==> src/rtl/lpr_pkg.sv <==
// Shared types, constants and helpers of the line pixel rasteriser.
`timescale 1ns / 1ps
package lpr_pkg;

	localparam int COORD_BITS  = 12;
	localparam int COLOR_BITS  = 16;
	localparam int QUEUE_DEPTH = 2;
	localparam int QCNT_BITS   = $clog2(QUEUE_DEPTH + 1);
	localparam int QPTR_BITS   = $clog2(QUEUE_DEPTH);

	typedef logic [COORD_BITS-1:0] coord_t;
	typedef logic [COLOR_BITS-1:0] color_t;

	// Kind of an input item, carried in tuser.
	typedef enum logic {
		CMD_LOAD    = 1'b0,
		CMD_ADVANCE = 1'b1
	} cmd_t;

	// Configuration register indexes.
	typedef enum logic {
		REG_SCREEN_WIDTH  = 1'b0,
		REG_SCREEN_HEIGHT = 1'b1
	} reg_idx_t;

	localparam coord_t WIDTH_RESET  = coord_t'(320);
	localparam coord_t HEIGHT_RESET = coord_t'(240);

	// One classified command handed from the front to the back.
	typedef struct packed {
		cmd_t   cmd;
		logic   major_is_x;
		coord_t major_origin;
		coord_t minor_origin;
		coord_t major_span;
		coord_t minor_span;
		logic   minor_descends;
		color_t color;
	} q_entry_t;

	// Status of the back end, watched at the top level.
	typedef struct packed {
		logic active;
		logic pop;
		logic emit;
		logic emit_last;
	} back_status_t;

	// Clamp a coordinate to size-1; a size of zero acts as a size of one.
	function automatic coord_t clamp_coord(input coord_t v, input coord_t size);
		coord_t limit;
		limit = (size == '0) ? '0 : size - coord_t'(1);
		return (v > limit) ? limit : v;
	endfunction

endpackage

==> src/rtl/lpr_front.sv <==
// Front end: accepts items, clamps endpoints and classifies the line.
`timescale 1ns / 1ps
module lpr_front (
	input  logic              clk,
	input  logic              arst_n,
	input  logic              cfg_we,
	input  logic              cfg_addr,
	input  lpr_pkg::coord_t   cfg_wdata,
	input  logic              in_valid,
	output logic              in_ready,
	input  logic [63:0]       in_data,
	input  logic              in_user,
	output logic              push,
	output lpr_pkg::q_entry_t entry,
	input  logic              q_full
);

	lpr_pkg::coord_t width_q, height_q;

	logic             valid_s1;
	lpr_pkg::cmd_t    cmd_s1;
	lpr_pkg::coord_t  x0_s1, y0_s1, x1_s1, y1_s1;
	lpr_pkg::color_t  color_s1;

	logic             take;
	lpr_pkg::coord_t  dx, dy;
	logic             x_rev, y_rev, y_fall, x_fall, major_x;

	// Configuration registers.
	always_ff @(posedge clk or negedge arst_n) begin
		if (!arst_n) begin
			width_q  <= lpr_pkg::WIDTH_RESET;
			height_q <= lpr_pkg::HEIGHT_RESET;
		end else if (cfg_we) begin
			case (lpr_pkg::reg_idx_t'(cfg_addr))
				lpr_pkg::REG_SCREEN_WIDTH:  width_q  <= cfg_wdata;
				lpr_pkg::REG_SCREEN_HEIGHT: height_q <= cfg_wdata;
				default: ;
			endcase
		end
	end

	// The stage takes an item when it is empty or hands its item on.
	assign push     = valid_s1 && !q_full;
	assign in_ready = !valid_s1 || !q_full;
	assign take     = in_valid && in_ready;

	always_ff @(posedge clk or negedge arst_n) begin
		if (!arst_n) begin
			valid_s1 <= 1'b0;
		end else if (take) begin
			valid_s1 <= 1'b1;
		end else if (push) begin
			valid_s1 <= 1'b0;
		end
	end

	// Clamped endpoints; payload needs no reset.
	always_ff @(posedge clk) begin
		if (take) begin
			cmd_s1   <= lpr_pkg::cmd_t'(in_user);
			x0_s1    <= lpr_pkg::clamp_coord(in_data[11:0], width_q);
			y0_s1    <= lpr_pkg::clamp_coord(in_data[23:12], height_q);
			x1_s1    <= lpr_pkg::clamp_coord(in_data[35:24], width_q);
			y1_s1    <= lpr_pkg::clamp_coord(in_data[47:36], height_q);
			color_s1 <= in_data[63:48];
		end
	end

	// Extents and directions, all side by side.
	always_comb begin
		x_rev   = x0_s1 > x1_s1;
		y_rev   = y0_s1 > y1_s1;
		x_fall  = x1_s1 > x0_s1;
		y_fall  = y1_s1 > y0_s1;
		dx      = x_rev ? x0_s1 - x1_s1 : x1_s1 - x0_s1;
		dy      = y_rev ? y0_s1 - y1_s1 : y1_s1 - y0_s1;
		major_x = !(dx < dy);
	end

	// Walk the major axis upward; the minor origin follows the swap.
	always_comb begin
		entry.cmd        = cmd_s1;
		entry.major_is_x = major_x;
		entry.color      = color_s1;
		if (major_x) begin
			entry.major_origin   = x_rev ? x1_s1 : x0_s1;
			entry.minor_origin   = x_rev ? y1_s1 : y0_s1;
			entry.major_span     = dx;
			entry.minor_span     = dy;
			entry.minor_descends = x_rev ? y_fall : y_rev;
		end else begin
			entry.major_origin   = y_rev ? y1_s1 : y0_s1;
			entry.minor_origin   = y_rev ? x1_s1 : x0_s1;
			entry.major_span     = dy;
			entry.minor_span     = dx;
			entry.minor_descends = y_rev ? x_fall : x_rev;
		end
	end

endmodule

==> src/rtl/lpr_queue.sv <==
// Short queue of classified commands between the front and the back.
`timescale 1ns / 1ps
module lpr_queue (
	input  logic                         clk,
	input  logic                         arst_n,
	input  logic                         push,
	input  lpr_pkg::q_entry_t            wr_entry,
	output logic                         full,
	input  logic                         pop,
	output lpr_pkg::q_entry_t            rd_entry,
	output logic                         empty,
	output logic [lpr_pkg::QCNT_BITS-1:0] count
);

	lpr_pkg::q_entry_t                slot_q [lpr_pkg::QUEUE_DEPTH];
	logic [lpr_pkg::QPTR_BITS-1:0]    wr_ptr_q, rd_ptr_q;
	logic [lpr_pkg::QCNT_BITS-1:0]    count_q;

	assign full     = count_q == lpr_pkg::QCNT_BITS'(lpr_pkg::QUEUE_DEPTH);
	assign empty    = count_q == '0;
	assign count    = count_q;
	assign rd_entry = slot_q[rd_ptr_q];

	// Pointers and fill count.
	always_ff @(posedge clk or negedge arst_n) begin
		if (!arst_n) begin
			wr_ptr_q <= '0;
			rd_ptr_q <= '0;
			count_q  <= '0;
		end else begin
			if (push) begin
				wr_ptr_q <= wr_ptr_q + 1'b1;
			end
			if (pop) begin
				rd_ptr_q <= rd_ptr_q + 1'b1;
			end
			if (push && !pop) begin
				count_q <= count_q + 1'b1;
			end else if (pop && !push) begin
				count_q <= count_q - 1'b1;
			end
		end
	end

	// Entry storage.
	always_ff @(posedge clk) begin
		if (push) begin
			slot_q[wr_ptr_q] <= wr_entry;
		end
	end

endmodule

==> src/rtl/lpr_back.sv <==
// Back end: holds the line and steps it one pixel per advance command.
`timescale 1ns / 1ps
module lpr_back (
	input  logic                  clk,
	input  logic                  arst_n,
	input  lpr_pkg::q_entry_t     entry,
	input  logic                  empty,
	output logic                  pop,
	output logic                  out_valid,
	input  logic                  out_ready,
	output logic [39:0]           out_data,
	output logic                  out_last,
	output lpr_pkg::back_status_t status
);

	logic            active_q, major_is_x_q, descends_q;
	lpr_pkg::coord_t major_pos_q, minor_pos_q, major_span_q, minor_span_q;
	lpr_pkg::coord_t step_q, rem_q;
	lpr_pkg::color_t color_q;

	logic            out_valid_q, out_last_q;
	logic [39:0]     out_data_q;

	logic            out_free, is_load, emit, last;
	logic [lpr_pkg::COORD_BITS:0] rem_sum;
	logic            carry;

	assign out_free = !out_valid_q || out_ready;
	assign is_load  = entry.cmd == lpr_pkg::CMD_LOAD;
	assign pop      = !empty && (is_load || !active_q || out_free);
	assign emit     = pop && !is_load && active_q;
	assign last     = step_q >= major_span_q;

	// Remainder of minor_span*step/major_span, kept incrementally.
	assign rem_sum = {1'b0, rem_q} + {1'b0, minor_span_q};
	assign carry   = rem_sum >= {1'b0, major_span_q};

	// Line state.
	always_ff @(posedge clk or negedge arst_n) begin
		if (!arst_n) begin
			active_q <= 1'b0;
		end else if (pop && is_load) begin
			active_q <= 1'b1;
		end else if (emit && last) begin
			active_q <= 1'b0;
		end
	end

	always_ff @(posedge clk) begin
		if (pop && is_load) begin
			major_is_x_q <= entry.major_is_x;
			descends_q   <= entry.minor_descends;
			major_pos_q  <= entry.major_origin;
			minor_pos_q  <= entry.minor_origin;
			major_span_q <= entry.major_span;
			minor_span_q <= entry.minor_span;
			color_q      <= entry.color;
			step_q       <= '0;
			rem_q        <= '0;
		end else if (emit && !last) begin
			step_q      <= step_q + 1'b1;
			major_pos_q <= major_pos_q + 1'b1;
			if (carry) begin
				rem_q       <= rem_sum[lpr_pkg::COORD_BITS-1:0] - major_span_q;
				minor_pos_q <= descends_q ? minor_pos_q - 1'b1 : minor_pos_q + 1'b1;
			end else begin
				rem_q <= rem_sum[lpr_pkg::COORD_BITS-1:0];
			end
		end
	end

	// Output register parts the back from the downstream sink.
	always_ff @(posedge clk or negedge arst_n) begin
		if (!arst_n) begin
			out_valid_q <= 1'b0;
		end else if (emit) begin
			out_valid_q <= 1'b1;
		end else if (out_ready) begin
			out_valid_q <= 1'b0;
		end
	end

	always_ff @(posedge clk) begin
		if (emit) begin
			out_data_q[11:0]  <= major_is_x_q ? major_pos_q : minor_pos_q;
			out_data_q[23:12] <= major_is_x_q ? minor_pos_q : major_pos_q;
			out_data_q[39:24] <= color_q;
			out_last_q        <= last;
		end
	end

	assign out_valid = out_valid_q;
	assign out_data  = out_data_q;
	assign out_last  = out_last_q;

	assign status.active    = active_q;
	assign status.pop       = pop;
	assign status.emit      = emit;
	assign status.emit_last = emit && last;

endmodule

==> src/rtl/line_pixel_rasterizer.sv <==
// Top level of the line pixel rasteriser: front, command queue and back.
//
//  Channel  Signals                           Item
//  s_axis   tvalid tready tdata[63:0] tuser   load or advance command
//  m_axis   tvalid tready tdata[39:0] tlast   one pixel of the line
//  cfg      cfg_we cfg_addr cfg_wdata[11:0]   screen width / height
//
// A load emits nothing; an advance on an active line gives one pixel, one
// per clock unless the output stalls, set by the incremental remainder
// update. An item passes the front stage, queue and output register before
// its pixel appears. Reset clears control state only. The two-entry queue
// lets the front keep taking items while the output is stalled.
`timescale 1ns / 1ps
module line_pixel_rasterizer (
	input  logic        clk,
	input  logic        arst_n,
	input  logic        cfg_we,
	input  logic        cfg_addr,
	input  logic [11:0] cfg_wdata,
	input  logic        s_axis_tvalid,
	output logic        s_axis_tready,
	// start_x[11:0], start_y[23:12], end_x[35:24], end_y[47:36], line_color[63:48]
	input  logic [63:0] s_axis_tdata,
	// cmd[0]
	input  logic        s_axis_tuser,
	output logic        m_axis_tvalid,
	input  logic        m_axis_tready,
	// pixel_x[11:0], pixel_y[23:12], pixel_color[39:24]
	output logic [39:0] m_axis_tdata,
	output logic        m_axis_tlast
);

	logic                             push, q_full, q_empty, pop;
	lpr_pkg::q_entry_t                wr_entry, rd_entry;
	logic [lpr_pkg::QCNT_BITS-1:0]    q_count;
	lpr_pkg::back_status_t            status;

	lpr_front u_front (
		.clk      (clk),
		.arst_n   (arst_n),
		.cfg_we   (cfg_we),
		.cfg_addr (cfg_addr),
		.cfg_wdata(cfg_wdata),
		.in_valid (s_axis_tvalid),
		.in_ready (s_axis_tready),
		.in_data  (s_axis_tdata),
		.in_user  (s_axis_tuser),
		.push     (push),
		.entry    (wr_entry),
		.q_full   (q_full)
	);

	lpr_queue u_queue (
		.clk     (clk),
		.arst_n  (arst_n),
		.push    (push),
		.wr_entry(wr_entry),
		.full    (q_full),
		.pop     (pop),
		.rd_entry(rd_entry),
		.empty   (q_empty),
		.count   (q_count)
	);

	lpr_back u_back (
		.clk      (clk),
		.arst_n   (arst_n),
		.entry    (rd_entry),
		.empty    (q_empty),
		.pop      (pop),
		.out_valid(m_axis_tvalid),
		.out_ready(m_axis_tready),
		.out_data (m_axis_tdata),
		.out_last (m_axis_tlast),
		.status   (status)
	);

	// The queue never holds more than its depth.
	assert property (@(posedge clk) disable iff (!arst_n)
		q_count <= lpr_pkg::QCNT_BITS'(lpr_pkg::QUEUE_DEPTH))
		else $error("command queue overfilled");

	// The back never takes a command from an empty queue.
	assert property (@(posedge clk) disable iff (!arst_n)
		status.pop |-> (q_count != '0))
		else $error("pop from empty command queue");

	// Emitting the final pixel closes the line.
	assert property (@(posedge clk) disable iff (!arst_n)
		status.emit_last |=> (!status.active || $past(status.pop && !status.emit)))
		else $error("line still active after its last pixel");

	// A pixel is produced only while a line is active.
	assert property (@(posedge clk) disable iff (!arst_n)
		status.emit |-> status.active)
		else $error("pixel emitted with no active line");

	// The input side stalls only when the front stage cannot hand on.
	assert property (@(posedge clk) disable iff (!arst_n)
		!s_axis_tready |-> q_full)
		else $error("input stalled while the queue has room");

endmodule

==> config.mk <==
export PLATFORM = sky130hd
export DESIGN_NAME = line_pixel_rasterizer
export DESIGN_NICKNAME = d
export VERILOG_FILES = /design/src/rtl/lpr_pkg.sv /design/src/rtl/lpr_front.sv /design/src/rtl/lpr_queue.sv /design/src/rtl/lpr_back.sv /design/src/rtl/line_pixel_rasterizer.sv
export SDC_FILE = /design/constraint.sdc
export NUM_CORES = 1
export LEC_CHECK = 0
export BUFFER_PORTS_ARGS = -buffer_cell sky130_fd_sc_hd__buf_4
export CORE_UTILIZATION = 45
export CTS_CLUSTER_DIAMETER = 50
export DETAILED_ROUTE_END_ITERATION = 16
export GPL_TIMING_DRIVEN = 0
export HOLD_SLACK_MARGIN = 0.03
export SYNTH_ARGS = -nofsm -noshare
export SYNTH_HDL_FRONTEND = slang
export SYNTH_HIERARCHICAL = 1
export SYNTH_SLANG_ARGS = --single-unit
==> constraint.sdc <==
create_clock -name clk -period 8.9 [get_ports clk]
set_input_delay 0.445 -clock clk [delete_from_list [all_inputs] [get_ports clk]]
set_output_delay 0.445 -clock clk [all_outputs]
set_load 0.03 [all_outputs]
---- Word level (Yosys, flattened, before mapping) ----
Memories as Yosys holds them, arrays and structs flattened.
Cells that the tools add are included.
storage, ports and cells
  flip-flop bits (word level) ............. 227
  bits in writable memories ............... 134
  input bits .............................. 83
  output and inout bits ................... 43
  memories ................................ 1
memories
  name            depth  width  read ports  clocked after Yosys merged registers in  wr ports  RTL line         source
  u_queue.slot_q  2      67     1           0                                        1         lpr_queue.sv:15  lpr_pkg::q_entry_t slot_q [lpr_pkg::QUEUE_DEPTH];
operators by class
  $add $sub $neg .......................... 16
  order comparisons ....................... 11
  equality and inequality tests ........... 1
  muxes and demuxes ....................... 34
  bitwise gates (word level) .............. 2
  reductions and logical operators ........ 35
operator list
  operator                                            number
  2-to-1 mux 12 bit                                   21
  greater-than comparator 12 bit                      8
  subtractor 12 bit                                   5
  2-to-1 mux 49 bit                                   1
  adder 12 x 1 -> 12 bit, second input constant       3
  subtractor 12 x 1 -> 12 bit, second input constant  3
  zero test 12 bit                                    2
  adder 12 x 12 -> 13 bit                             1
  >= comparator 13 x 12 -> 1 bit                      1
  >= comparator 12 bit                                1
  less-than comparator 12 bit                         1
  nonzero test 2 bit                                  6
  logical AND 1 bit                                   10
  2-to-1 mux 1 bit                                    10
  zero test 1 bit                                     9
  AND reduction 2 bit                                 3
  logical OR 1 bit                                    4
  2-to-1 mux 2 bit                                    2
  adder 1 bit, second input constant                  2
  adder 2 x 1 -> 2 bit, second input constant         1
  == test 2 bit, second input constant                1
  zero test 2 bit                                     1
  NOT 1 bit                                           2
  subtractor 2 x 1 -> 2 bit, second input constant    1

---- Longest topological paths before layout ----
An unclocked memory read counts as a cell.
  depth after elaboration ................. 10
  gate-level depth with buffers ........... 25

---- By module ----
Netlist, hierarchy kept.
modules (own cells, without submodules)
  module     times used  cells each  area an instance (sq um)  seq. area each (sq um)
  lpr_front  1           940         8546.9                    2585.0
  lpr_back   1           575         6814.0                    3743.6
  lpr_queue  1           225         5112.4                    4124.0

---- Worst setup path after synthesis ----
OpenSTA, ideal clock, no wires.
  path type ............................... flip-flop to flip-flop
  from .................................... reg u_queue.rd_ptr_q
  to ...................................... reg u_back.minor_pos_q[0], enable pin
  arrival time ............................ 5.438 ns
  data required time ...................... 8.502 ns
  slack ................................... 3.065 ns
  stages on the path, launching flop included .. 10
  path buffers ............................ 3
  period minus slack after synthesis ...... 5.835 ns
  cells stage by stage .................... dfrtp_1 > buf_6 > buf_6 > mux2_2 > nand2_1 > nor3_1 > a21boi_0 > o21ai_1 > clkbuf_1 > o21ai_0
RTL lines
  item                      RTL line         source
  start: declaration        lpr_queue.sv:16  logic [lpr_pkg::QPTR_BITS-1:0] wr_ptr_q, rd_ptr_q;
  start signal: assignment  lpr_queue.sv:35  rd_ptr_q <= rd_ptr_q + 1'b1;
  end signal: assignment    lpr_back.sv:54   minor_pos_q <= entry.minor_origin;
  end signal: assignment    lpr_back.sv:65   minor_pos_q <= descends_q ? minor_pos_q - 1'b1 : minor_pos_q + 1'b1;
  end: declaration          lpr_back.sv:17   lpr_pkg::coord_t major_pos_q, minor_pos_q, major_span_q, minor_span_q;

==> summary.txt <==
Placement
  • GPL Wtd Cong: 0.907
  • DP Wirelength: 35800 um
  • Dpl cells: 2463
  • # port buffers: 125

Synth
  • Synth Warn #: 6
  • Post-Syn Area per Cell: 11.8 um^2
  • Mapped Cells: 1737
  • Syn_nets: 1987
  • Post-synthesis cell area: 20500 um^2

Clock tree
  • Clock latency on the worst-skew pair: 0.57 ns
  • Maximum clock insertion buffer count: 3
  • Post_cts resized: 0
  • CTS Buf Count: 42
  • Clock root cell: clkbuf_16
  • Num Clock Sinks: 361
  • H-tree Lvls: 2
  • CTS clock-pin slew for the worst setup and hold paths: 0.06 ns
  • CTS tree: done

Critical path
  • CP Launch Type: register
  • CP max FO: 10
  • CP max stage cell: xnor2_1
  • Crit. End Element: register
  • Critical Path RT: 9.15 ns
  • Crit path cell chain: inv_1 > ha_1 > inv_1 > fa_1 > a211oi_1 > o211ai_1 > o211ai_1 > o31ai_2 > buf_4 > a311oi_1 > a21oi_1 > xnor2_1 > inv_1 > ha_1 > a21oi_1 > o21ai_0 > o21a_1 > o21ai_0 > a31oi_1 > or2_1 > clkbuf_1 > buf_2 > buf_1 > o21ai_0
  • Worst endpoint data arrival time: 6.03 ns
  • Type of the worst setup path: reg -> reg
  • CP max stage delay: 0.59 ns

Run status
  • Status: finished, final reports clean

Layout
  • NumNets Final: 2167
  • Non-Filler Instances: 2541
  • Share of layout cells above drive strength 1: 22.1%
  • Synth-to-Final Area Change: 15.9%
  • ANT cells: 0

Floorplanning
  • Core Rows: 77
  • Die width: 215 um
  • I/O Pins: 126
  • Die Height: 215 um
  • Area of the die: 46300 um^2
  • Initial core utilization: 45.9%
  • Area of the core: 44500 um^2

STA
  • Relative slew slack: 43.1%
  • RSZ-0062 raised after global routing: false
  • Slew at the pin closest to its max-slew limit: 0.848 ns
  • Final Max Tran Viols: 0
  • Final TNS setup: 0 ns
  • Post-route clock skew: 0.0212 ns
  • Fin crit share: 64.9%
  • Final setup vio count: 0
  • Peak Freq: 173 MHz
  • Tmin final: 5.77 ns
  • Final Hold Viols: 0

Global routing
  • Largest net degree at the start of global routing: 65
  • Initial antenna violation count: 0
  • First-pass GRT wire length: 73600 um
  • Vias in the first global route: 13600
  • Aggregate global-route resource usage: 20.2%
  • GR Overflow Total: 0

Drt
  • DR vias/cell: 5.31
  • Via Count: 13500
  • DRT Pass-1 Iters: 5
  • Post-DR wirelength/cell: 18.4 um
  • Remaining DRCs: 0
  • Final ANT Viol Nets: 0
  • Initial DRC count: 770
  • Final wirelength: 46700 um

Run
  • Maxcap violations: 0

Worst hold path
  • Hold WC Path Type: in -> reg
## cells in the final DEF, fill, tap and decap left out, drive strengths merged, types with 24 or more instances in the layout
| master | instances |
|---|---|
| dfrtp | 25 |
| nand3 | 34 |
| edfxtp | 306 |
| mux2 | 159 |
| a21oi | 110 |
| nor2 | 101 |
| mux2i | 46 |
| nor3 | 26 |
| dfxtp | 24 |
| xnor2 | 51 |
| ha | 160 |
| buf | 171 |
| nand2 | 109 |
| o21ai | 120 |
| inv | 137 |
| clkbuf | 81 |
| xor2 | 33 |
| a21o | 47 |
## sequential cells by signal, indices dropped and copies added (netlist names), 2 cells and up
name / flops
u_front/width_q: 12
u_front/color_s1: 16
u_queue/count: 2
u_back/rem_q: 12
u_queue/slot_q: 134
u_back/major_span_q: 12
u_back/color_q: 16
u_front/y0_s1: 12
u_back/minor_pos_q: 12
u_front/x1_s1: 12
u_front/x0_s1: 12
u_front/height_q: 12
u_back/minor_span_q: 12
u_back/out_data: 40
u_front/y1_s1: 12
u_back/step_q: 12
u_back/major_pos_q: 12
## layer usage
metal | vias to the layer above | global-route usage (%) | wire length [um]
met3 | 73 | 3.37 | 1800
met4 | 0 | 6.88 | 1460
li1 | 6688 | - | -
met5 | - | 0 | 0
met1 | 6463 | 26.5 | 21400
met2 | 270 | 33.8 | 22000
## worst paths after layout
path                               startpoint                     to  slack (ns)  cells after the start
max                          u_front/x0_s1[0]  u_queue/slot_q[1][63]        3.13                     24
min                          s_axis_tdata[58]   u_front/color_s1[10]        0.06                      1
max reg2reg                  u_front/x0_s1[0]  u_queue/slot_q[1][63]        3.13                     24
min reg2reg                u_back/color_q[13]    u_back/out_data[37]        0.41                      0
max in group asynchronous              arst_n    u_front/height_q[6]        8.16                      2
min in group asynchronous              arst_n   u_front/height_q[11]        0.38                      2
## per-stage QoR
stage	setup slack (ns)	util [%]	hold WS [ns]	cell area (um^2)
2_1_floorplan	3.12	-	0.149	20500
3_3_place_gp	0.980	49.7	0.401	22100
3_5_place_dp	3.15	50.1	0.405	22300
4_1_cts	3.16	53.2	0.0323	23700
5_1_grt	2.67	53.2	0.0377	23700
6_report	3.13	53.2	0.0610	23700
## what timing repair did
item / in CTS / in global routing
endpoints found under the hold margin: 26 / 0
hold buffers: 2 / 0
setup buffers: 0 / 0
setup endpoints to repair: 0 / 0
## layout make-up
type / count / area, um^2
Fill cell: 3889 / 20800
Buffer: 71 / 363
Inverter: 130 / 488
Tap cell: 592 / 741
Multi-Input combinational cell: 1175 / 9170
Sequential cell: 361 / 10500
Clock buffer: 47 / 1070
Timing Repair Buffer: 136 / 1110
Clock inverter: 29 / 310
## critical path, delay by kind of cell (launching register included)
| family | cells | cell delay (ns) |
|---|---|---|
| flops | 1 | 0.44 |
| xor+xnor | 1 | 0.59 |
| compound gates | 12 | 1.95 |
| buf+inv | 7 | 1.41 |
| fa+ha+maj | 3 | 0.93 |
| simple gates | 1 | 0.11 |
Power is left out: the tool's default activity adds up to more than one toggle a clock period on the data nets, which glitch-free logic cannot reach.
